File: src/indexed_priority_task_table_unit_assert.svh
// ----------------------------------------------------------------------------
// Indexed priority task table assertion macros
// Shared concurrent checks, clocked on clk and held off during rst
// ----------------------------------------------------------------------------
`ifndef INDEXED_PRIORITY_TASK_TABLE_UNIT_ASSERT_SVH
`define INDEXED_PRIORITY_TASK_TABLE_UNIT_ASSERT_SVH

// condition holds in the same cycle
`define ITT_ASSERT_NOW(lbl, ante, cons, msg) \
  lbl: assert property (@(posedge clk) disable iff (rst) (ante) |-> (cons)) else $error(msg);

// condition holds in the next cycle
`define ITT_ASSERT_NEXT(lbl, ante, cons, msg) \
  lbl: assert property (@(posedge clk) disable iff (rst) (ante) |=> (cons)) else $error(msg);

`endif

File: src/itt_pkg.sv
`timescale 1ns / 1ps
// ----------------------------------------------------------------------------
// Indexed priority task table package
// Payload types, heap entry layout, codes and the heap ordering function
// ----------------------------------------------------------------------------
package itt_pkg;

  localparam int CAPACITY_DEF = 32;
  localparam int ID_SPACE_DEF = 128;

  localparam int FUNC_W     = 3;
  localparam int ID_W       = 7;
  localparam int DUR_W      = 16;
  localparam int PRIO_W     = 8;
  localparam int STATUS_W   = 3;
  localparam int COUNT_W    = 6;
  localparam int TICK_W     = 32;
  localparam int FLAGS_W    = 2;
  localparam int CFG_IDX_W  = 1;
  localparam int CFG_DATA_W = 16;

  localparam logic [FUNC_W-1:0] FUNC_TICK     = 3'd0;
  localparam logic [FUNC_W-1:0] FUNC_ADD      = 3'd1;
  localparam logic [FUNC_W-1:0] FUNC_COMPLETE = 3'd2;
  localparam logic [FUNC_W-1:0] FUNC_CANCEL   = 3'd3;
  localparam logic [FUNC_W-1:0] FUNC_RETIME   = 3'd4;
  localparam logic [FUNC_W-1:0] FUNC_SETPRIO  = 3'd5;
  localparam logic [FUNC_W-1:0] FUNC_PAUSE    = 3'd6;
  localparam logic [FUNC_W-1:0] FUNC_RESUME   = 3'd7;

  localparam logic [STATUS_W-1:0] ST_OK         = 3'd0;
  localparam logic [STATUS_W-1:0] ST_FULL       = 3'd1;
  localparam logic [STATUS_W-1:0] ST_DUPLICATE  = 3'd2;
  localparam logic [STATUS_W-1:0] ST_NOT_FOUND  = 3'd3;
  localparam logic [STATUS_W-1:0] ST_DONE       = 3'd4;
  localparam logic [STATUS_W-1:0] ST_PAUSED     = 3'd5;
  localparam logic [STATUS_W-1:0] ST_NOT_PAUSED = 3'd6;

  localparam int FLAG_DONE_BIT   = 0;
  localparam int FLAG_PAUSED_BIT = 1;

  localparam logic [CFG_IDX_W-1:0] CFG_TPM  = 1'b0;
  localparam logic [CFG_IDX_W-1:0] CFG_DEFP = 1'b1;

  localparam logic [DUR_W-1:0]  TPM_RESET  = 16'd60;
  localparam logic [PRIO_W-1:0] DEFP_RESET = 8'd1;

  typedef struct packed {
    logic [FUNC_W-1:0] func;
    logic [ID_W-1:0]   task_id;
    logic [DUR_W-1:0]  duration;
    logic [PRIO_W-1:0] priority_req;
  } in_item_t;

  typedef struct packed {
    logic [STATUS_W-1:0] status;
    logic                auto_done;
    logic [ID_W-1:0]     done_id;
    logic                head_valid;
    logic [ID_W-1:0]     head_id;
    logic [COUNT_W-1:0]  task_count;
    logic                last;
  } out_item_t;

  typedef struct packed {
    logic [ID_W-1:0]    task_id;
    logic [PRIO_W-1:0]  prio;
    logic [DUR_W-1:0]   dur;
    logic [TICK_W-1:0]  start;
    logic [FLAGS_W-1:0] flags;
  } heap_entry_t;

  localparam int ENTRY_W = $bits(heap_entry_t);

  // a sits above b: higher priority, then shorter duration
  function automatic logic goes_before(heap_entry_t a, heap_entry_t b);
    if (a.prio != b.prio) begin
      return a.prio > b.prio;
    end
    return a.dur < b.dur;
  endfunction

endpackage

File: src/itt_ram.sv
`timescale 1ns / 1ps
// ----------------------------------------------------------------------------
// Generic simple dual-port RAM
// One write port, one read port with registered read data
// ----------------------------------------------------------------------------
module itt_ram #(
  parameter int WIDTH = 8,
  parameter int DEPTH = 2,
  localparam int AW = (DEPTH > 1) ? $clog2(DEPTH) : 1
) (
  input  logic             clk,
  input  logic             we,
  input  logic [AW-1:0]    waddr,
  input  logic [WIDTH-1:0] wdata,
  input  logic [AW-1:0]    raddr,
  output logic [WIDTH-1:0] rdata
);

  logic [WIDTH-1:0] mem [DEPTH];

  always_ff @(posedge clk) begin
    if (we) begin
      mem[waddr] <= wdata;
    end
    rdata <= mem[raddr];
  end

endmodule

File: src/indexed_priority_task_table_unit.sv
`timescale 1ns / 1ps
// ----------------------------------------------------------------------------
// Indexed priority task table
// Task heap with slot map held in two RAMs, walked by one sequencer
// ----------------------------------------------------------------------------
// channel | direction | handshake              | payload
// in      | input     | in_valid / in_ready    | in_data (in_item_t)
// out     | output    | out_valid / out_ready  | out_data (out_item_t)
// cfg     | input     | cfg_we                 | cfg_index, cfg_data
//
// one item at a time; in_ready is high only while the sequencer is idle
// sift: UP_RD then UP_CMP per level up, DN_RDL, DN_RDR then DN_CMP per level down, over the heap RAM port
// tick: each held task is read, multiplied and compared; each completion adds an emit step
// results sit in an output register, so a new item is taken while one waits
// rst is synchronous; no clearing pass, task presence lives in flip-flops
// ----------------------------------------------------------------------------
`include "indexed_priority_task_table_unit_assert.svh"

module indexed_priority_task_table_unit
  import itt_pkg::*;
#(
  parameter int CAPACITY = CAPACITY_DEF,
  parameter int ID_SPACE = ID_SPACE_DEF
) (
  input  logic                  clk,
  input  logic                  rst,
  input  logic                  in_valid,
  output logic                  in_ready,
  input  in_item_t              in_data,
  output logic                  out_valid,
  input  logic                  out_ready,
  output out_item_t             out_data,
  input  logic                  cfg_we,
  input  logic [CFG_IDX_W-1:0]  cfg_index,
  input  logic [CFG_DATA_W-1:0] cfg_data
);

  localparam int AW = (CAPACITY > 1) ? $clog2(CAPACITY) : 1;
  localparam int IW = $clog2(ID_SPACE);

  typedef enum logic [12:0] {
    S_IDLE   = 13'b0000000000001,
    S_LOOK   = 13'b0000000000010,
    S_FETCH  = 13'b0000000000100,
    S_UP_RD  = 13'b0000000001000,
    S_UP_CMP = 13'b0000000010000,
    S_DN_RDL = 13'b0000000100000,
    S_DN_RDR = 13'b0000001000000,
    S_DN_CMP = 13'b0000010000000,
    S_T_RD   = 13'b0000100000000,
    S_T_MUL  = 13'b0001000000000,
    S_T_CMP  = 13'b0010000000000,
    S_T_EMIT = 13'b0100000000000,
    S_EMIT   = 13'b1000000000000
  } state_t;

  state_t               state, state_next;
  logic [COUNT_W-1:0]   count, count_next;
  logic [TICK_W-1:0]    now_tick, now_tick_next;
  logic [ID_SPACE-1:0]  present, present_next;
  logic [DUR_W-1:0]     tpm;
  logic [PRIO_W-1:0]    defp;
  logic [ID_W-1:0]      head, head_next;
  logic [FUNC_W-1:0]    op, op_next;
  logic [ID_W-1:0]      id_r, id_r_next;
  logic [DUR_W-1:0]     dur_r, dur_r_next;
  logic [PRIO_W-1:0]    preq_r, preq_r_next;
  logic [STATUS_W-1:0]  status_r, status_r_next;
  heap_entry_t          ent, ent_next;
  heap_entry_t          cand, cand_next;
  logic                 r_ok, r_ok_next;
  logic [AW-1:0]        idx, idx_next;
  logic [COUNT_W-1:0]   tidx, tidx_next;
  logic [TICK_W-1:0]    elapsed, elapsed_next;
  logic [TICK_W-1:0]    need, need_next;
  logic                 out_valid_next;
  out_item_t            out_data_next;

  logic                 hw_en;
  logic [AW-1:0]        hw_addr;
  heap_entry_t          hw_data;
  logic [AW-1:0]        hr_addr;
  heap_entry_t          hr_data;
  logic                 sw_en;
  logic [IW-1:0]        sw_addr;
  logic [AW-1:0]        sw_data;
  logic [IW-1:0]        sr_addr;
  logic [AW-1:0]        sr_data;

  logic                 out_free;
  logic                 in_range;
  logic [IW-1:0]        in_id;
  logic [AW-1:0]        parent;
  logic [COUNT_W:0]     lchild, rchild;
  logic                 take_l, take_r;
  heap_entry_t          best_lr;
  logic [COUNT_W-1:0]   tidx_inc;
  logic                 head_valid;
  logic [ID_W-1:0]      head_out;

  itt_ram #(.WIDTH(ENTRY_W), .DEPTH(CAPACITY)) u_heap_ram (
    .clk   (clk),
    .we    (hw_en),
    .waddr (hw_addr),
    .wdata (hw_data),
    .raddr (hr_addr),
    .rdata (hr_data)
  );

  itt_ram #(.WIDTH(AW), .DEPTH(ID_SPACE)) u_slot_ram (
    .clk   (clk),
    .we    (sw_en),
    .waddr (sw_addr),
    .wdata (sw_data),
    .raddr (sr_addr),
    .rdata (sr_data)
  );

  assign in_ready   = (state == S_IDLE);
  assign out_free   = !out_valid || out_ready;
  assign in_range   = (32'(in_data.task_id) < ID_SPACE);
  assign in_id      = IW'(in_data.task_id);
  assign parent     = (idx - AW'(1)) >> 1;
  assign lchild     = ((COUNT_W + 1)'(idx) << 1) + (COUNT_W + 1)'(1);
  assign rchild     = ((COUNT_W + 1)'(idx) << 1) + (COUNT_W + 1)'(2);
  assign take_l     = goes_before(cand, ent);
  assign best_lr    = take_l ? cand : ent;
  assign take_r     = r_ok && goes_before(hr_data, best_lr);
  assign tidx_inc   = tidx + COUNT_W'(1);
  assign head_valid = (count != '0);
  assign head_out   = head_valid ? head : '0;

  always_comb begin
    state_next     = state;
    count_next     = count;
    now_tick_next  = now_tick;
    present_next   = present;
    head_next      = head;
    op_next        = op;
    id_r_next      = id_r;
    dur_r_next     = dur_r;
    preq_r_next    = preq_r;
    status_r_next  = status_r;
    ent_next       = ent;
    cand_next      = cand;
    r_ok_next      = r_ok;
    idx_next       = idx;
    tidx_next      = tidx;
    elapsed_next   = elapsed;
    need_next      = need;
    out_valid_next = out_valid && !out_ready;
    out_data_next  = out_data;
    hw_en          = 1'b0;
    hw_addr        = idx;
    hw_data        = ent;
    hr_addr        = '0;
    sw_en          = 1'b0;
    sw_addr        = IW'(ent.task_id);
    sw_data        = idx;
    sr_addr        = in_id;

    case (state)
      S_IDLE: begin
        if (in_valid) begin
          op_next       = in_data.func;
          id_r_next     = in_data.task_id;
          dur_r_next    = in_data.duration;
          preq_r_next   = in_data.priority_req;
          status_r_next = ST_OK;
          if (in_data.func == FUNC_TICK) begin
            now_tick_next = now_tick + TICK_W'(1);
            tidx_next     = '0;
            state_next    = (count == '0) ? S_EMIT : S_T_RD;
          end else if (!in_range) begin
            status_r_next = ST_NOT_FOUND;
            state_next    = S_EMIT;
          end else if (in_data.func == FUNC_ADD) begin
            if (count >= COUNT_W'(CAPACITY)) begin
              status_r_next = ST_FULL;
              state_next    = S_EMIT;
            end else if (present[in_id]) begin
              status_r_next = ST_DUPLICATE;
              state_next    = S_EMIT;
            end else begin
              present_next[in_id] = 1'b1;
              ent_next.task_id    = in_data.task_id;
              ent_next.prio       = defp;
              ent_next.dur        = in_data.duration;
              ent_next.start      = now_tick;
              ent_next.flags      = '0;
              idx_next            = AW'(count);
              count_next          = count + COUNT_W'(1);
              state_next          = S_UP_RD;
            end
          end else if (!present[in_id]) begin
            status_r_next = ST_NOT_FOUND;
            state_next    = S_EMIT;
          end else begin
            state_next = S_LOOK;
          end
        end
      end

      S_LOOK: begin
        idx_next = sr_data;
        if (op == FUNC_CANCEL) begin
          present_next[IW'(id_r)] = 1'b0;
          count_next              = count - COUNT_W'(1);
          if (COUNT_W'(sr_data) < count - COUNT_W'(1)) begin
            hr_addr    = AW'(count - COUNT_W'(1));
            state_next = S_FETCH;
          end else begin
            state_next = S_EMIT;
          end
        end else begin
          hr_addr    = sr_data;
          state_next = S_FETCH;
        end
      end

      S_FETCH: begin
        hw_data = hr_data;
        case (op)
          FUNC_COMPLETE: begin
            if (hr_data.flags[FLAG_DONE_BIT]) begin
              status_r_next = ST_DONE;
            end else begin
              hw_en                        = 1'b1;
              hw_data.flags[FLAG_DONE_BIT] = 1'b1;
            end
            state_next = S_EMIT;
          end
          FUNC_PAUSE: begin
            if (hr_data.flags[FLAG_PAUSED_BIT]) begin
              status_r_next = ST_PAUSED;
            end else if (hr_data.flags[FLAG_DONE_BIT]) begin
              status_r_next = ST_DONE;
            end else begin
              hw_en                          = 1'b1;
              hw_data.flags[FLAG_PAUSED_BIT] = 1'b1;
            end
            state_next = S_EMIT;
          end
          FUNC_RESUME: begin
            if (!hr_data.flags[FLAG_PAUSED_BIT]) begin
              status_r_next = ST_NOT_PAUSED;
            end else if (hr_data.flags[FLAG_DONE_BIT]) begin
              status_r_next = ST_DONE;
            end else begin
              hw_en                          = 1'b1;
              hw_data.flags[FLAG_PAUSED_BIT] = 1'b0;
            end
            state_next = S_EMIT;
          end
          FUNC_RETIME: begin
            ent_next       = hr_data;
            ent_next.dur   = dur_r;
            ent_next.start = now_tick;
            state_next     = S_UP_RD;
          end
          FUNC_SETPRIO: begin
            ent_next      = hr_data;
            ent_next.prio = preq_r;
            state_next    = S_UP_RD;
          end
          default: begin
            ent_next   = hr_data;
            state_next = S_UP_RD;
          end
        endcase
      end

      S_UP_RD: begin
        if (idx == '0) begin
          state_next = S_DN_RDL;
        end else begin
          hr_addr    = parent;
          state_next = S_UP_CMP;
        end
      end

      S_UP_CMP: begin
        if (goes_before(ent, hr_data)) begin
          hw_en      = 1'b1;
          hw_data    = hr_data;
          sw_en      = 1'b1;
          sw_addr    = IW'(hr_data.task_id);
          idx_next   = parent;
          state_next = S_UP_RD;
        end else begin
          state_next = S_DN_RDL;
        end
      end

      S_DN_RDL: begin
        if (lchild >= {1'b0, count}) begin
          hw_en      = 1'b1;
          sw_en      = 1'b1;
          state_next = S_EMIT;
        end else begin
          hr_addr    = lchild[AW-1:0];
          state_next = S_DN_RDR;
        end
      end

      S_DN_RDR: begin
        cand_next = hr_data;
        r_ok_next = (rchild < {1'b0, count});
        hr_addr   = rchild[AW-1:0];
        state_next = S_DN_CMP;
      end

      S_DN_CMP: begin
        hw_en = 1'b1;
        if (take_r) begin
          hw_data    = hr_data;
          sw_en      = 1'b1;
          sw_addr    = IW'(hr_data.task_id);
          idx_next   = rchild[AW-1:0];
          state_next = S_DN_RDL;
        end else if (take_l) begin
          hw_data    = cand;
          sw_en      = 1'b1;
          sw_addr    = IW'(cand.task_id);
          idx_next   = lchild[AW-1:0];
          state_next = S_DN_RDL;
        end else begin
          sw_en      = 1'b1;
          state_next = S_EMIT;
        end
      end

      S_T_RD: begin
        hr_addr    = tidx[AW-1:0];
        state_next = S_T_MUL;
      end

      S_T_MUL: begin
        cand_next    = hr_data;
        elapsed_next = now_tick - hr_data.start;
        need_next    = TICK_W'(hr_data.dur) * TICK_W'(tpm);
        state_next   = S_T_CMP;
      end

      S_T_CMP: begin
        if (cand.flags == '0 && elapsed >= need) begin
          hw_en                        = 1'b1;
          hw_addr                      = tidx[AW-1:0];
          hw_data                      = cand;
          hw_data.flags[FLAG_DONE_BIT] = 1'b1;
          state_next                   = S_T_EMIT;
        end else begin
          tidx_next  = tidx_inc;
          state_next = (tidx_inc >= count) ? S_EMIT : S_T_RD;
        end
      end

      S_T_EMIT: begin
        if (out_free) begin
          out_valid_next           = 1'b1;
          out_data_next.status     = ST_OK;
          out_data_next.auto_done  = 1'b1;
          out_data_next.done_id    = cand.task_id;
          out_data_next.head_valid = head_valid;
          out_data_next.head_id    = head_out;
          out_data_next.task_count = count;
          out_data_next.last       = 1'b0;
          tidx_next                = tidx_inc;
          state_next               = (tidx_inc >= count) ? S_EMIT : S_T_RD;
        end
      end

      S_EMIT: begin
        if (out_free) begin
          out_valid_next           = 1'b1;
          out_data_next.status     = status_r;
          out_data_next.auto_done  = 1'b0;
          out_data_next.done_id    = '0;
          out_data_next.head_valid = head_valid;
          out_data_next.head_id    = head_out;
          out_data_next.task_count = count;
          out_data_next.last       = 1'b1;
          state_next               = S_IDLE;
        end
      end

      default: begin
        state_next = S_IDLE;
      end
    endcase

    // root mirror for the head field
    if (hw_en && hw_addr == '0) begin
      head_next = hw_data.task_id;
    end
  end

  always_ff @(posedge clk) begin
    if (rst) begin
      state     <= S_IDLE;
      count     <= '0;
      now_tick  <= '0;
      present   <= '0;
      tpm       <= TPM_RESET;
      defp      <= DEFP_RESET;
      out_valid <= 1'b0;
    end else begin
      state     <= state_next;
      count     <= count_next;
      now_tick  <= now_tick_next;
      present   <= present_next;
      out_valid <= out_valid_next;
      if (cfg_we) begin
        case (cfg_index)
          CFG_TPM:  tpm  <= cfg_data;
          CFG_DEFP: defp <= cfg_data[PRIO_W-1:0];
          default:  ;
        endcase
      end
    end
  end

  always_ff @(posedge clk) begin
    head     <= head_next;
    op       <= op_next;
    id_r     <= id_r_next;
    dur_r    <= dur_r_next;
    preq_r   <= preq_r_next;
    status_r <= status_r_next;
    ent      <= ent_next;
    cand     <= cand_next;
    r_ok     <= r_ok_next;
    idx      <= idx_next;
    tidx     <= tidx_next;
    elapsed  <= elapsed_next;
    need     <= need_next;
    out_data <= out_data_next;
  end

  `ITT_ASSERT_NOW(a_count_cap, 1'b1, count <= COUNT_W'(CAPACITY), "task count above capacity")
  `ITT_ASSERT_NOW(a_write_held, hw_en, COUNT_W'(hw_addr) < count, "heap write beyond count")
  `ITT_ASSERT_NOW(a_idle_quiet, state == S_IDLE, !hw_en && !sw_en, "ram write while idle")
  `ITT_ASSERT_NEXT(a_one_item, in_valid && in_ready, !in_ready, "second item taken while busy")

endmodule

File: config.mk
export PLATFORM = sky130hd
export DESIGN_NAME = indexed_priority_task_table_unit
export DESIGN_NICKNAME = d
export VERILOG_FILES = /design/src/itt_pkg.sv /design/src/itt_ram.sv /design/src/indexed_priority_task_table_unit.sv
export VERILOG_INCLUDE_DIRS = /design/src /design/src/src
export SDC_FILE = /design/constraint.sdc
export NUM_CORES = 2
export LEC_CHECK = 0
export BUFFER_PORTS_ARGS = -buffer_cell sky130_fd_sc_hd__buf_2
export CAP_MARGIN = 20
export CELL_PAD_IN_SITES_DETAIL_PLACEMENT = 1
export CELL_PAD_IN_SITES_GLOBAL_PLACEMENT = 2
export CORE_UTILIZATION = 48
export CTS_CLUSTER_SIZE = 12
export DETAILED_ROUTE_END_ITERATION = 10
export PLACE_DENSITY_LB_ADDON = 0.1
export SYNTH_ARGS = -nofsm -noshare
export SYNTH_HDL_FRONTEND = slang
export SYNTH_SLANG_ARGS = --single-unit
File: constraint.sdc
create_clock -name clk -period 8.9 [get_ports clk]
set_input_delay 0 -clock clk [delete_from_list [all_inputs] [get_ports clk]]
set_output_delay 0 -clock clk [all_outputs]
set_load 0.02 [all_outputs]
Word level (Yosys, flattened, before mapping)
Memories as Yosys holds them, arrays and structs flattened. A register that Yosys moved wholly into a read port is not among the register bits.
Index checks and enable logic that the tools add are counted.
W data, S select, Z words.
Word-level totals
  register bits after elaboration: 480
  memory bits (writable): 2720
  input port bits: 56
  output and inout port bits: 28
  word-level logic and storage cells: 260
  memories: 2
Memory list
  u_heap_ram.mem: depth 32, width 65, rd ports 1, clocked after memory_dff 1, write ports 1, RTL line itt_ram.sv:19  | logic [WIDTH-1:0] mem [DEPTH];
  u_slot_ram.mem: depth 128, width 5, rd ports 1, clocked after memory_dff 1, write ports 1, RTL line itt_ram.sv:19
Cells by class
  $add $sub $neg: 8
  $mul: 1
  order comparisons: 16
  eq/ne operators: 37
  muxes and demuxes: 123
  bitwise logic cells: 4
  reduce and logical (&&, ||, !) cells: 34
Operator list (count)
  $mux W128: 6
  $mux W65: 9
  $pmux W65 S4: 1
  $pmux W128 S2: 1
  $mux W13: 17
  $pmux W65 S3: 1
  $pmux W13 S13: 1
  $pmux W65 S2: 1
  $and A128 B128 Y128: 1
  $not A128 Y128: 1
  $or A128 B128 Y128: 1
  $mux W6: 12
  $mux W5: 13
  $mux W26: 2
  $pmux W26 S2: 1
  $lt A16 B16 Y1: 3
  $add A32 B1 Y32 const B: 1
  $ge A32 B32 Y1: 1
  $mul A16 B16 Y32: 1
  $sub A32 B32 Y32: 1
  $mux W1: 30
  $mux W7: 4
  $pmux W5 S5: 1
  $gt A8 B8 Y1: 3
  other kinds (66): 110

Depth between registers and ports, before layout
  depth after elaboration: 11
  depth in mapped cells: 26
  depth with buffers taken out: 25

By module
From an unflattened synthesis, not the netlist that was laid out.
Second synthesis, totals
  cells, all modules: 7855
  area total of the unflattened synthesis: 139761.5 µm²
Modules (own cells, without submodules)
  itt_ram (u_heap_ram): instances 1, cells an instance 3147, area an instance 80184.4 µm², seq. area each 63761.2 µm²
  indexed_priority_task_table_unit: instances 1, cells an instance 3618, area an instance 34516.9 µm², seq. area each 12371.9 µm²
  itt_ram (u_slot_ram): instances 1, cells an instance 1090, area an instance 25060.3 µm², seq. area each 19318.5 µm²

Worst setup path after synthesis
OpenSTA, ideal clock, no wires.
  kind: register to register
  from: register idx[0]
  to: memory u_heap_ram.mem[3][0] in the netlist's numbering, enable pin
  setup time: 489 ps
  arrival: 6665 ps
  required time: 8411 ps
  setup slack: 1746 ps
  stages on the path, launching flop included: 14
  path buffers: 1
  clock period less this slack: 7154 ps
  cell sequence: edfxtp_1 > clkbuf_1 > inv_1 > ha_1 > nor2b_1 > o221ai_1 > a21oi_1 > nand2_1 > or3b_2 > a31oi_1 > o21ai_0 > nand2_1 > o22a_1 > nor2_1
Between the ends
  cells in the longest elaborated chain, start to end: 6
  elaborated cells on any way between the ends: 8
Ends and longest elaborated chain
  start, declared: RTL line indexed_priority_task_table_unit.sv:72  | logic [AW-1:0] idx, idx_next;
  start signal, assigned: RTL line indexed_priority_task_table_unit.sv:433  | idx <= idx_next;
  $add A6 B1 Y7: RTL line indexed_priority_task_table_unit.sv:124  | assign lchild = ((COUNT_W + 1)'(idx) << 1) + (COUNT_W + 1)'(1);
  $ge A7 B6 Y1: RTL line indexed_priority_task_table_unit.sv:296  | if (lchild >= {1'b0, count}) begin
  $mux W1: RTL line indexed_priority_task_table_unit.sv:296
  $pmux W1 S5: RTL line indexed_priority_task_table_unit.sv:162  | case (state)
  $mux W1: RTL line itt_ram.sv:22  | if (we) begin
  $mux W1 (implied by the code): RTL line itt_ram.sv:23  | mem[waddr] <= wdata;
  end, declared: RTL line itt_ram.sv:19
Parallel ways exist; a longest one is shown, timed or not.

Worst setup path in the final report
  from: register ent[44] in the netlist's numbering
  to: memory u_slot_ram.mem[37][1] in the netlist's numbering, enable pin
Between the ends
  cells in the longest elaborated chain, start to end: 9
  elaborated cells on any way between the ends: 21
Ends and longest elaborated chain
  start, declared: RTL line indexed_priority_task_table_unit.sv:69  | heap_entry_t ent, ent_next;
  start signal, assigned: RTL line indexed_priority_task_table_unit.sv:430  | ent <= ent_next;
  $lt A16 B16 Y1: RTL line itt_pkg.sv:80  | return a.dur < b.dur;
  $mux W1: RTL line itt_pkg.sv:80
  $mux W65
  $gt A8 B8 Y1 or $ne A8 B8 Y1 (tied branches): RTL line itt_pkg.sv:78, itt_pkg.sv:77
  $mux W1: RTL line itt_pkg.sv:77  | if (a.prio != b.prio) begin
  $mux W1: RTL line itt_pkg.sv:80
  $logic_and A1 B1 Y1: RTL line indexed_priority_task_table_unit.sv:128  | assign take_r = r_ok && goes_before(hr_data, best_lr);
  $mux W7: RTL line indexed_priority_task_table_unit.sv:315  | if (take_r) begin
  $pmux W7 S2: RTL line indexed_priority_task_table_unit.sv:162
  end, declared: RTL line itt_ram.sv:19
Parallel ways exist; a longest one is shown, timed or not. The select of a mux whose other input is x is not followed.

==> results.json <==
{
  "powerDensity_nw_per_um2": 213,
  "cts_root_buf": "clkbuf_16",
  "tightest_slew_ns": 1.24,
  "grt_use_met2_pct": 49.7,
  "cts_setup_buffers": 0,
  "r2r_slack_ns": 0.85,
  "slew_violations": 0,
  "hold_viol": 0,
  "initial_core_util_pct": 48.5,
  "area_growth_pct": 13.9,
  "clock_sink_count": 3270,
  "hold_class": "input pin to flip-flop",
  "period_share_pct": 90.4,
  "routed-via-count": 84300,
  "synth_area_per_cell_um2": 16.0,
  "syn_nets": 9162,
  "yosys.area.top_type": "edfxtp_1",
  "ys_types": 99,
  "ys.warnings.count": 0,
  "overflow": 0,
  "routedWlPerCell_um": 34.6,
  "synth_top_family_by_area": "multiplexers",
  "muxShareOfSynthArea_pct": 8.85,
  "cts_buffers": 350,
  "rows": 196,
  "port_buffers": 83,
  "cp_max_fo": 47,
  "rr_startpoint": "ent[44]",
  "worstHoldEndpoint": "ent[35]",
  "ios": 84,
  "synth_commonest_cells": "edfxtp_1 (2996), a22oi_1 (476), mux4_2 (450), nand2_1 (450), inv_1 (422)",
  "first_pass_iters": 5,
  "dpl.cell_count": 12200,
  "r2r_cells": 21,
  "mappedNetlistArea_um2": 139000,
  "synth_edf_count": 2996,
  "nets": 9526,
  "ys_top_cells_by_area": "edfxtp_1 (65%), mux4_2 (7.3%), dfxtp_1 (4.0%), fa_1 (2.8%), a22oi_1 (2.6%)",
  "synth_most_common_cell": "edfxtp_1",
  "worstHoldStart": "in_data[9]",
  "cap_violations": 0,
  "grt_setup_unrepaired": "false",
  "crit_arrival_ns": 8.60,
  "criticalPathCategory": "flip-flop to flip-flop",
  "gr-usage-met3_pct": 4.13,
  "layout_min_cycle_time_ns": 8.05,
  "yosysTopAreaCellShare_pct": 64.9,
  "place_congestion": 0.884,
  "r2r-end": "u_slot_ram.mem[37][1]",
  "synth-simple-area-share_pct": 5.64,
  "synth_cells": 8647,
  "relSlewSlack_pct": 17.1,
  "fmax_mhz": 124,
  "synth-xor-area-share_pct": 0.606,
  "synth_compound_gate_area_share_pct": 8.32,
  "clock_skew_ns": 0.0929,
  "crit_required_ns": 9.45,
  "antenna_found_initial": 16,
  "grt.total_usage_pct": 30.8,
  "die_area_um2": 291000,
  "worstSkewPairLatency_ns": 0.97,
  "busiest_layer": "met2",
  "vdd_drop_max_uv": 193,
  "synth_adder_area_share_pct": 5.20,
  "cts_tree": "built",
  "met1_usage_pct": 43.8,
  "tns_ns": 0,
  "ys.flop_type": "edfxtp_1",
  "wl_um": 452000,
  "avgViaCountPerCell": 6.46,
  "fin_util_pct": 55.2,
  "dp_hpwl_um": 266000,
  "drive_gt1_share_pct": 16.0,
  "hold_depth": 4,
  "critPathCaptureType": "flip-flop",
  "setup_viol": 0,
  "grt_pass1_vias": 86200,
  "leakage_uw": 0.0529,
  "grt_max_degree": 131,
  "grt_pass1_wl_um": 643000,
  "path_clk_slew_ns": 0.06,
  "die_h_um": 539,
  "drc_errors": 0,
  "async_reset_ff_share_pct": 0,
  "status": "finished clean",
  "die_w_um": 539,
  "coreArea_um2": 286000,
  "drt-initial-drc-count": 9221,
  "ctsLongestPathBuffers": 4,
  "ys_seq_area_share_pct": 68.8,
  "finalNonFillerCells": 13100,
  "postRouteAntennaNets": 0,
  "h-tree-depth": 5,
  "start_kind": "flip-flop",
  "ys_ff_latch": 3270
}
==> power by group <==
| part | switching (uW) | internal [uW] | total (uW) |
|---|---|---|---|
| Sequential | 162 | 16800 | 17000 |
| Combinational | 1650 | 944 | 2590 |
| Clock | 6120 | 7900 | 14000 |
| Total | 7930 | 25700 | 33600 |
==> critical path, cell delays in order, from the launching register on <==
cell	delay [ns]
edfxtp_1	0.43
inv_1	0.12
ha_1	0.27
a21o_1	0.16
a2111oi_0	0.48
nor3_1	0.12
a2111oi_1	0.30
buf_4	0.20
or2_2	0.73
nor2_1	0.09
a21oi_1	0.20
ha_1	0.29
a21oi_1	0.17
o21ai_0	0.14
a221o_1	0.41
a211oi_1	0.67
buf_4	0.29
o211ai_1	0.21
nand2_1	0.41
o221ai_1	0.39
or2_0	0.77
nor3_1	0.83
==> logic make-up after synthesis <==
family / count (synthesis)
adders and majority gates: 459
muxes: 657
xor gates and xnor gates: 96
AOI/OAI and AO/OA: 1690
and+or+nand+nor: 1563
buffers and inverters: 912
DFF: 3270
==> worst max-delay path by stage <==
stage	endpoint	startpoint	slack [ns]	depth (start not counted)
after detailed placement	u_slot_ram.mem[49][1]	ent[44]	1.02	22
after floorplan	u_heap_ram.mem[3][0]	idx[0]	1.75	13
final	u_slot_ram.mem[37][1]	ent[44]	0.85	21
after CTS	u_slot_ram.mem[49][2]	ent[44]	1.0	22
after global routing	u_slot_ram.mem[49][2]	ent[44]	0.52	18
after global placement	u_slot_ram.mem[32][0]	ent[45]	1.10	22
==> final cells by class <==
cell class | count | area [um2]
fillers | 26000 | 128000
flip-flops and latches | 3270 | 95500
multi-input cells | 4465 | 40300
clock buffers | 511 | 9680
repair buffers | 500 | 4920
well taps | 3762 | 4710
inverters | 424 | 1590
clock inverters | 121 | 1210
diodes | 9 | 22.5
==> per-stage QoR <==
step	hold slack, ns	total power, uW	worst slack [ns]	cell area [um2]
2_1_floorplan	0.0989	18800	1.75	139000
3_3_place_gp	0.181	19800	1.10	145000
4_1_cts	0.00846	33700	0.999	157000
3_5_place_dp	0.179	19800	1.02	145000
6_report	0.0427	33600	0.851	158000
5_1_grt	0.0462	34500	0.515	158000
==> cells in the final DEF, fill, tap and decap left out, types with 115 or more instances in the layout <==
cell type / netlist / final
nand2_1: 450 / 447
inv_1: 422 / 421
mux2i_1: 156 / 156
clkbuf_16: 0 / 353
buf_4: 2 / 196
o22ai_1: 133 / 133
and2_1: 157 / 157
mux4_2: 450 / 450
fa_1: 195 / 195
o21ai_0: 348 / 313
nor3_1: 117 / 115
dlygate4sd3_1: 0 / 131
dfxtp_1: 274 / 274
a22oi_1: 476 / 476
ha_1: 264 / 264
clkbuf_1: 327 / 133
edfxtp_1: 2996 / 2996
nor2_1: 317 / 276
a21oi_1: 214 / 212
==> state kept, by name, indices dropped and copies added (netlist names), 16 cells and up <==
| name | flops |
|---|---|
| cand | 65 |
| dur_r | 16 |
| elapsed | 32 |
| ent | 65 |
| need | 32 |
| now_tick | 32 |
| out_data | 26 |
| present | 128 |
| tpm | 16 |
| u_heap_ram.mem | 2080 |
| u_heap_ram.rdata | 65 |
| u_slot_ram.mem | 640 |
==> routing by layer <==
| layer | up-vias | share of wire (%) | wire length [um] |
|---|---|---|---|
| met5 | - | 0.011 | 50 |
| met4 | 8 | 3.0 | 13400 |
| met3 | 720 | 7.1 | 32200 |
| met2 | 3631 | 48 | 215000 |
| met1 | 45300 | 42 | 191000 |
| li1 | 34700 | - | - |
==> timing repair <==
| action | 4_1_cts | 5_1_grt |
|---|---|---|
| gates resized for setup | 0 | 0 |
| endpoints found under the setup margin | 0 | 0 |
| hold buffers | 131 | 0 |
| endpoints found under the hold margin | 228 | 0 |
No activity file was read; power rests on OpenSTA's default activity.
